## src/sv/pfa_pkg.sv

```systemverilog
// Package: word types, codes and helpers shared by the allocator modules.
`default_nettype none
package pfa_pkg;

    localparam int MAX_WORKERS = 8;
    localparam int LANE_W      = 8;
    localparam int CFG_IDX_W   = 2;
    localparam int CFG_DATA_W  = 64;
    localparam int WAIT_W      = 32;

    // item kinds
    localparam logic KIND_REQ = 1'b0;
    localparam logic KIND_REL = 1'b1;

    // configuration register indexes
    localparam logic [CFG_IDX_W-1:0] CFG_CAPACITIES = 2'd0;
    localparam logic [CFG_IDX_W-1:0] CFG_PRIORITIES = 2'd1;
    localparam logic [CFG_IDX_W-1:0] CFG_ACTIVE     = 2'd2;

    localparam logic [3:0]        ACTIVE_RESET = 4'd8;
    localparam logic [WAIT_W-1:0] WAIT_MAX     = '1;

    typedef struct packed {
        logic        kind;
        logic [15:0] tag;
        logic [7:0]  amount;
        logic [2:0]  target_worker;
    } t_in_word;

    typedef struct packed {
        logic              result_kind;
        logic [15:0]       echo_tag;
        logic              granted;
        logic [2:0]        chosen_worker;
        logic [7:0]        free_left;
        logic              release_error;
        logic [WAIT_W-1:0] wait_count;
    } t_out_word;

    // selection outcome handed from the fit search to the top level
    typedef struct packed {
        logic       found;
        logic [2:0] idx;
        logic [7:0] free_units;
    } t_sel;

    function automatic logic [7:0] lane8(input logic [63:0] word, input logic [2:0] i);
        lane8 = word[i*LANE_W +: LANE_W];
    endfunction

    // free units; used above capacity reads as none free
    function automatic logic [7:0] free_of(input logic [7:0] cap, input logic [7:0] used);
        free_of = (used >= cap) ? 8'd0 : 8'(cap - used);
    endfunction

endpackage
`default_nettype wire

```

## src/sv/pfa_select.sv

```systemverilog
// Fit search: lowest-priority-value active worker whose free units cover the amount.
`default_nettype none
module pfa_select
    import pfa_pkg::*;
#(
    parameter int NUM_WORKERS = MAX_WORKERS
) (
    input  wire logic [63:0]                        i_caps,
    input  wire logic [63:0]                        i_prios,
    input  wire logic [3:0]                         i_active,
    input  wire logic [NUM_WORKERS-1:0][LANE_W-1:0] i_used,
    input  wire logic [7:0]                         i_amount,
    output t_sel                                    o_sel
);

    logic [3:0] act_eff;
    logic [7:0] best_pri;

    assign act_eff = (32'(i_active) > NUM_WORKERS) ? 4'(NUM_WORKERS) : i_active;

    // linear scan; strict compare keeps the lower index on priority ties
    always_comb begin
        logic [7:0] fr;
        logic [7:0] pri;
        o_sel    = '0;
        best_pri = '0;
        for (int i = 0; i < NUM_WORKERS; i++) begin
            fr  = free_of(lane8(i_caps, 3'(i)), i_used[i]);
            pri = lane8(i_prios, 3'(i));
            if ((4'(i) < act_eff) && (i_amount <= fr) &&
                (!o_sel.found || (pri < best_pri))) begin
                o_sel.found      = 1'b1;
                o_sel.idx        = 3'(i);
                o_sel.free_units = fr;
                best_pri         = pri;
            end
        end
    end

endmodule
`default_nettype wire

```

## src/sv/priority_first_fit_allocator.sv

```systemverilog
// Top level: priority-ordered first-fit allocator, used-unit counters and result register.
//
//  channel  | ports                                   | handshake
//  ---------+-----------------------------------------+-------------------------------
//  command  | start, busy, i_cmd (t_in_word)          | taken when start & !busy
//  result   | o_done, o_result (t_out_word)           | one-cycle strobe, no backpressure
//  config   | i_cfg_we, i_cfg_idx, i_cfg_wdata        | written when i_cfg_we is high
//
// One word per cycle while busy is low: the command is registered, the fit search over
// all worker lanes and the counter update run in the same cycle from that register, and
// the result register follows. The per-worker used counters are written in that same
// cycle, so back-to-back words see each other's effect. Synchronous active-low reset
// clears counters, valid flags, capacities and priorities and sets active to 8; busy
// is set by reset and clears once reset is released. The receiver cannot stall; results are never held.
`default_nettype none
module priority_first_fit_allocator
    import pfa_pkg::*;
#(
    parameter int NUM_WORKERS = MAX_WORKERS
) (
    input  wire logic                  i_clk,
    input  wire logic                  i_rst_n,
    input  wire logic                  start,
    output logic                       busy,
    input  wire t_in_word              i_cmd,
    output logic                       o_done,
    output t_out_word                  o_result,
    input  wire logic                  i_cfg_we,
    input  wire logic [CFG_IDX_W-1:0]  i_cfg_idx,
    input  wire logic [CFG_DATA_W-1:0] i_cfg_wdata
);

    // configuration registers
    logic [63:0] r_caps;
    logic [63:0] r_prios;
    logic [3:0]  r_active;

    // command register
    t_in_word r_in;
    logic     r_in_vld;
    logic     r_busy;

    // state
    logic [NUM_WORKERS-1:0][LANE_W-1:0] r_used, n_used;
    logic [WAIT_W-1:0]                  r_defer, n_defer;

    // result register
    t_out_word r_out, n_out;
    logic      r_out_vld;

    t_sel       sel;
    logic       accept;
    logic       tgt_ok;
    logic [7:0] tgt_used;
    logic [7:0] tgt_new;

    assign accept = start & ~r_busy;
    assign busy   = r_busy;
    assign o_done   = r_out_vld;
    assign o_result = r_out;

    always_ff @(posedge i_clk) begin
        if (!i_rst_n) begin
            r_caps   <= '0;
            r_prios  <= '0;
            r_active <= ACTIVE_RESET;
        end else if (i_cfg_we) begin
            case (i_cfg_idx)
                CFG_CAPACITIES: r_caps   <= i_cfg_wdata;
                CFG_PRIORITIES: r_prios  <= i_cfg_wdata;
                CFG_ACTIVE:     r_active <= i_cfg_wdata[3:0];
                default: ;
            endcase
        end
    end

    always_ff @(posedge i_clk) begin
        if (!i_rst_n) begin
            r_busy   <= 1'b1;
            r_in_vld <= 1'b0;
        end else begin
            r_busy   <= 1'b0;
            r_in_vld <= accept;
        end
        if (accept) begin
            r_in <= i_cmd;
        end
    end

    pfa_select #(
        .NUM_WORKERS(NUM_WORKERS)
    ) u_select (
        .i_caps  (r_caps),
        .i_prios (r_prios),
        .i_active(r_active),
        .i_used  (r_used),
        .i_amount(r_in.amount),
        .o_sel   (sel)
    );

    // release target lookup
    assign tgt_ok = (32'(r_in.target_worker) < NUM_WORKERS);

    always_comb begin
        tgt_used = '0;
        for (int i = 0; i < NUM_WORKERS; i++) begin
            if (r_in.target_worker == 3'(i)) begin
                tgt_used = r_used[i];
            end
        end
    end

    // release saturates at zero used
    assign tgt_new = (r_in.amount > tgt_used) ? 8'd0 : 8'(tgt_used - r_in.amount);

    always_comb begin
        n_used  = r_used;
        n_defer = r_defer;
        n_out   = '0;
        n_out.result_kind = r_in.kind;
        n_out.echo_tag    = r_in.tag;
        if (r_in_vld) begin
            if (r_in.kind == KIND_REQ) begin
                if (sel.found) begin
                    for (int i = 0; i < NUM_WORKERS; i++) begin
                        if (sel.idx == 3'(i)) begin
                            n_used[i] = 8'(r_used[i] + r_in.amount);
                        end
                    end
                end else if (r_defer != WAIT_MAX) begin
                    n_defer = r_defer + 1'b1;
                end
            end else if (tgt_ok) begin
                for (int i = 0; i < NUM_WORKERS; i++) begin
                    if (r_in.target_worker == 3'(i)) begin
                        n_used[i] = tgt_new;
                    end
                end
            end
        end
        if (r_in.kind == KIND_REQ) begin
            n_out.granted       = sel.found;
            n_out.chosen_worker = sel.found ? sel.idx : 3'd0;
            n_out.free_left     = sel.found ? 8'(sel.free_units - r_in.amount) : 8'd0;
        end else begin
            n_out.chosen_worker = r_in.target_worker;
            n_out.release_error = ~tgt_ok | (r_in.amount > tgt_used);
            n_out.free_left     = tgt_ok ?
                free_of(lane8(r_caps, r_in.target_worker), tgt_new) : 8'd0;
        end
        n_out.wait_count = n_defer;
    end

    always_ff @(posedge i_clk) begin
        if (!i_rst_n) begin
            r_used    <= '0;
            r_defer   <= '0;
            r_out_vld <= 1'b0;
        end else begin
            r_used    <= n_used;
            r_defer   <= n_defer;
            r_out_vld <= r_in_vld;
        end
        if (r_in_vld) begin
            r_out <= n_out;
        end
    end

    // every result answers a word accepted through the command and result registers
    a_done_follows_accept: assert property (@(posedge i_clk) disable iff (!i_rst_n)
        o_done |-> $past(start && !busy, 2))
        else $error("result without an accepted word");

    // wait counter never goes backwards
    a_defer_monotonic: assert property (@(posedge i_clk) disable iff (!i_rst_n)
        1'b1 |=> (r_defer >= $past(r_defer)))
        else $error("wait counter decreased");

    // a deferred request steps the counter by one unless full
    a_defer_step: assert property (@(posedge i_clk) disable iff (!i_rst_n)
        (o_done && (o_result.result_kind == KIND_REQ) && !o_result.granted &&
         ($past(r_defer) != WAIT_MAX))
        |-> (o_result.wait_count == $past(r_defer) + 1'b1))
        else $error("deferred request did not count");

    // deferred requests report no worker and no free units
    a_defer_fields: assert property (@(posedge i_clk) disable iff (!i_rst_n)
        (o_done && (o_result.result_kind == KIND_REQ) && !o_result.granted)
        |-> ((o_result.chosen_worker == 3'd0) && (o_result.free_left == 8'd0) &&
             !o_result.release_error))
        else $error("deferred result fields not cleared");

endmodule
`default_nettype wire
```

## config.mk

```make
export PLATFORM = sky130hd
export DESIGN_NAME = priority_first_fit_allocator
export DESIGN_NICKNAME = d
export VERILOG_FILES = /design/src/sv/pfa_pkg.sv /design/src/sv/pfa_select.sv /design/src/sv/priority_first_fit_allocator.sv
export SDC_FILE = /design/constraint.sdc
export NUM_CORES = 1
export LEC_CHECK = 0
export ABC_AREA = 0
export BUFFER_PORTS_ARGS = -buffer_cell sky130_fd_sc_hd__buf_2
export CORE_MARGIN = 10
export CORE_UTILIZATION = 62
export CTS_BUF_LIST = sky130_fd_sc_hd__clkbuf_16
export CTS_CLUSTER_DIAMETER = 30
export DETAILED_ROUTE_END_ITERATION = 12
export MAX_ROUTING_LAYER = met4
export PLACE_DENSITY = 0.83
export SETUP_SLACK_MARGIN = 0.02
export SLEW_MARGIN = 20
export SYNTH_ARGS = -nofsm -noshare
export SYNTH_HDL_FRONTEND = slang
export SYNTH_SLANG_ARGS = --single-unit
export TNS_END_PERCENT = 50
```

## constraint.sdc

```tcl
create_clock -name i_clk -period 21.1 [get_ports i_clk]
set_clock_uncertainty 0.1 [all_clocks]
set_input_delay 0 -clock i_clk [delete_from_list [all_inputs] [get_ports i_clk]]
set_output_delay 0 -clock i_clk [all_outputs]
set_load 0.05 [all_outputs]
```

==> qor.yml <==
synth_fp_nets: 3012
finalHoldViolCount: 0
post_cts_buffers: 0
n_fill_cell: 2529
place_area_mm2: 0.02400
fin_ws_ns: 1.329
postRouteAntennaNets: 0
start_kind: "flip-flop"
synthFlopType: "dfxtp_1"
dp_hpwl_mm: 55.13
cts_tree: "yes"
end_kind: "flip-flop"
synth_edf_count: 90
fmax_mhz: 50.58
dieHeight_um: 211.9
antenna_found_initial: 3
period_needed_ns: 19.77
cp_slowest_cell: "or3b_2"
holdCritStartpoint: "i_cmd[21]"
rows: 70
synth_area_per_cell_um2: 8.656
r2r_cells: 95
clk_latency_ns: 0.61
start_util_pct: 62.67
synthTopCellsByCount: "443 x nand2_1, 257 x ha_1, 244 x a21oi_1, 231 x dfxtp_1, 166 x inv_1"
io-pin-count: 162
synth_top_area_cell: "dfxtp_1"
critPathMaxStageDelay_ns: 0.52
cts_num_sinks: 321
routed_wl_mm: 79.70
port_buffers: 161
reg2reg_to: "o_result[40]$_DFFE_PP_"
cts_max_level: 3
ir_drop_mv: 0.1039
synth_top_area_share_pct: 20.25
crit_required_ns: 21.43
grt_max_degree: 84
cts-root-buf: "clkbuf_16"
grt_pass1_vias: 21299
postLayoutCellArea_mm2: 0.02755
grt_overflow: 0
fp.dieW_um: 211.9
drive_gt1_share_pct: 13.52
syn2layout_area_growth_pct: 20.63
ys_async_sr_fraction_pct: 0
post-synth-top-count-cell: "nand2_1"
crit_type: "reg2reg"
syn_inst: 2638
r2r_slack_ns: 1.33
drc: 0
yosys-top-cells-area: "dfxtp_1 20%, ha_1 14%, edfxtp_1 12%"
timing.rr.start: "r_used[0]$_SDFFE_PN0P_"
setup_viol: 0
slew_violations: 0
syn-cell-area_mm2: 0.02283
tightest_slew_ns: 1.016
hold_class: "in2reg"
status: "complete, no violations"
clk_pin_slew_ns: 0.05
globalplace.congestion: 1.027
crit_fanout: 27
num_vias: 21808
crit_top_cell: "a21o_1"
cp.arrival_ns: 20.10
leakage_nw: 11.65
maxSlewHeadroom_pct: 32.25
final.period_utilization_pct: 93.70
hold_depth: 2
synth_seq_cells: 321
place_ws_ns: 0.7432
grt_pass1_wl_mm: 121.6
grtUsageTotal_pct: 35.82
powerDensity_mw_per_mm2: 94.51
drt_iter0_drc: 2516
core-area_mm2: 0.03643
wl_per_cell_um: 23.28
clk_path_buf_depth: 3
final_util_pct: 75.60
numCtsBuffers: 71
yosys_warnings: 0
first_pass_iters: 7
drv_cap: 0
viasPerCell: 6.371
final_nets: 3267
synth.distinct_cells: 91
die_area_mm2: 0.04491
holdPathEnd: "n_out[55]$_DFFE_PP_"
yosysSeqAreaShare_pct: 32.09
==> worst max-delay path: cells and delay by family, from the launching register on <==
| family | cells | cell delay (ns) |
|---|---|---|
| AO/OA/AOI/OAI | 49 | 9.17 |
| AND/OR/NAND/NOR | 18 | 3.21 |
| adder cells (fa/ha/maj) | 11 | 2.90 |
| buffers and inverters | 11 | 1.86 |
| multiplexers | 5 | 1.77 |
| flip-flops | 1 | 0.38 |
| XOR/XNOR | 1 | 0.17 |
==> repair_timing <==
item	4_1_cts	5_1_grt
endpoints found under the setup margin	0	5
endpoints found under the hold margin	166	0
hold buffers	104	0
gates resized for setup	0	11
==> power by group <==
part           internal (mW)  switching [mW]
logic                  0.311           0.484
clock network          0.727           0.400
registers              0.661          0.0199
total                   1.70           0.904
==> worst max path at each step <==
stage / start / end / slack [ns] / cells past startpoint
6_report: r_used[0]$_SDFFE_PN0P_ / o_result[40]$_DFFE_PP_ / 1.33 / 95
2_1_floorplan: r_used[0]$_SDFFE_PN0P_ / o_result[40]$_DFFE_PP_ / 2.23 / 103
3_3_place_gp: r_caps[0]$_SDFFE_PN0P_ / o_result[40]$_DFFE_PP_ / 1.31 / 90
3_5_place_dp: r_caps[0]$_SDFFE_PN0P_ / o_result[40]$_DFFE_PP_ / 0.74 / 92
4_1_cts: r_caps[0]$_SDFFE_PN0P_ / o_result[40]$_DFFE_PP_ / 0.70 / 91
5_1_grt: r_used[0]$_SDFFE_PN0P_ / o_result[40]$_DFFE_PP_ / -0.02 / 95
==> placed cells by master, fill, tap and decap left out, drive strengths merged, types with 65 or more instances in the layout <==
master | Yosys | layout
nand3 | 65 | 65
dlygate4sd3 | 0 | 104
nor2 | 118 | 119
ha | 257 | 257
inv | 167 | 190
buf | 29 | 189
xnor2 | 87 | 87
a21o | 90 | 90
edfxtp | 90 | 90
dfxtp | 231 | 231
a21oi | 245 | 245
o21ai | 124 | 124
clkbuf | 83 | 73
nand2 | 443 | 443
==> cell families after synthesis <==
logic type	after synthesis	share of synthesized area, %
xor gates and xnor gates	142	5.447
and+or+nand+nor	846	16.97
buffers and inverters	280	4.822
DFF	321	32.09
muxes	78	5.085
adders and majority gates	276	15.75
AOI/OAI and AO/OA	695	19.84
==> metal layers <==
metal	wire (um)	global-route usage [%]	vias up
met5	0	-	-
met2	36630	56.25	1244
li1	-	-	9935
met1	31380	43.73	10329
met3	7465	6.699	300
met4	4221	17.31	0
==> layout make-up <==
type | count | area [um2] | share of cell area [%]
Clock inverter | 59 | 618.1 | 2.244
Antenna cell | 3 | 7.507 | 0.02725
Sequential cell | 321 | 7331 | 26.61
Clock buffer | 73 | 1827 | 6.632
Inverter | 168 | 633.1 | 2.298
Multi-Input combinational cell | 2038 | 14480 | 52.58
Tap cell | 468 | 585.6 | 2.126
Timing Repair Buffer | 293 | 2061 | 7.481
==> registers in the layout (all words and copies together), names as in the netlist, 4 cells and up <==
register	cells
n_out	17
o_result	62
r_active	4
r_caps	64
r_defer	32
r_in	11
r_prios	64
r_used	64
==> through the flow <==
stage / total power [mW] / std cells / setup TNS [ns] / hold WS [ns]
floorplan: 1.239 / 2638 / 0 / -0.001131
global placement: 1.416 / 3183 / 0 / 0.07663
detailed placement: 1.434 / 3183 / 0 / 0.07841
CTS: 2.569 / 3419 / 0 / 0.002260
global route: 2.698 / 3423 / -0.01827 / 0.02789
finish: 2.603 / 3423 / 0 / 0.01599
Note: power is estimated with default switching activity, not from simulation.
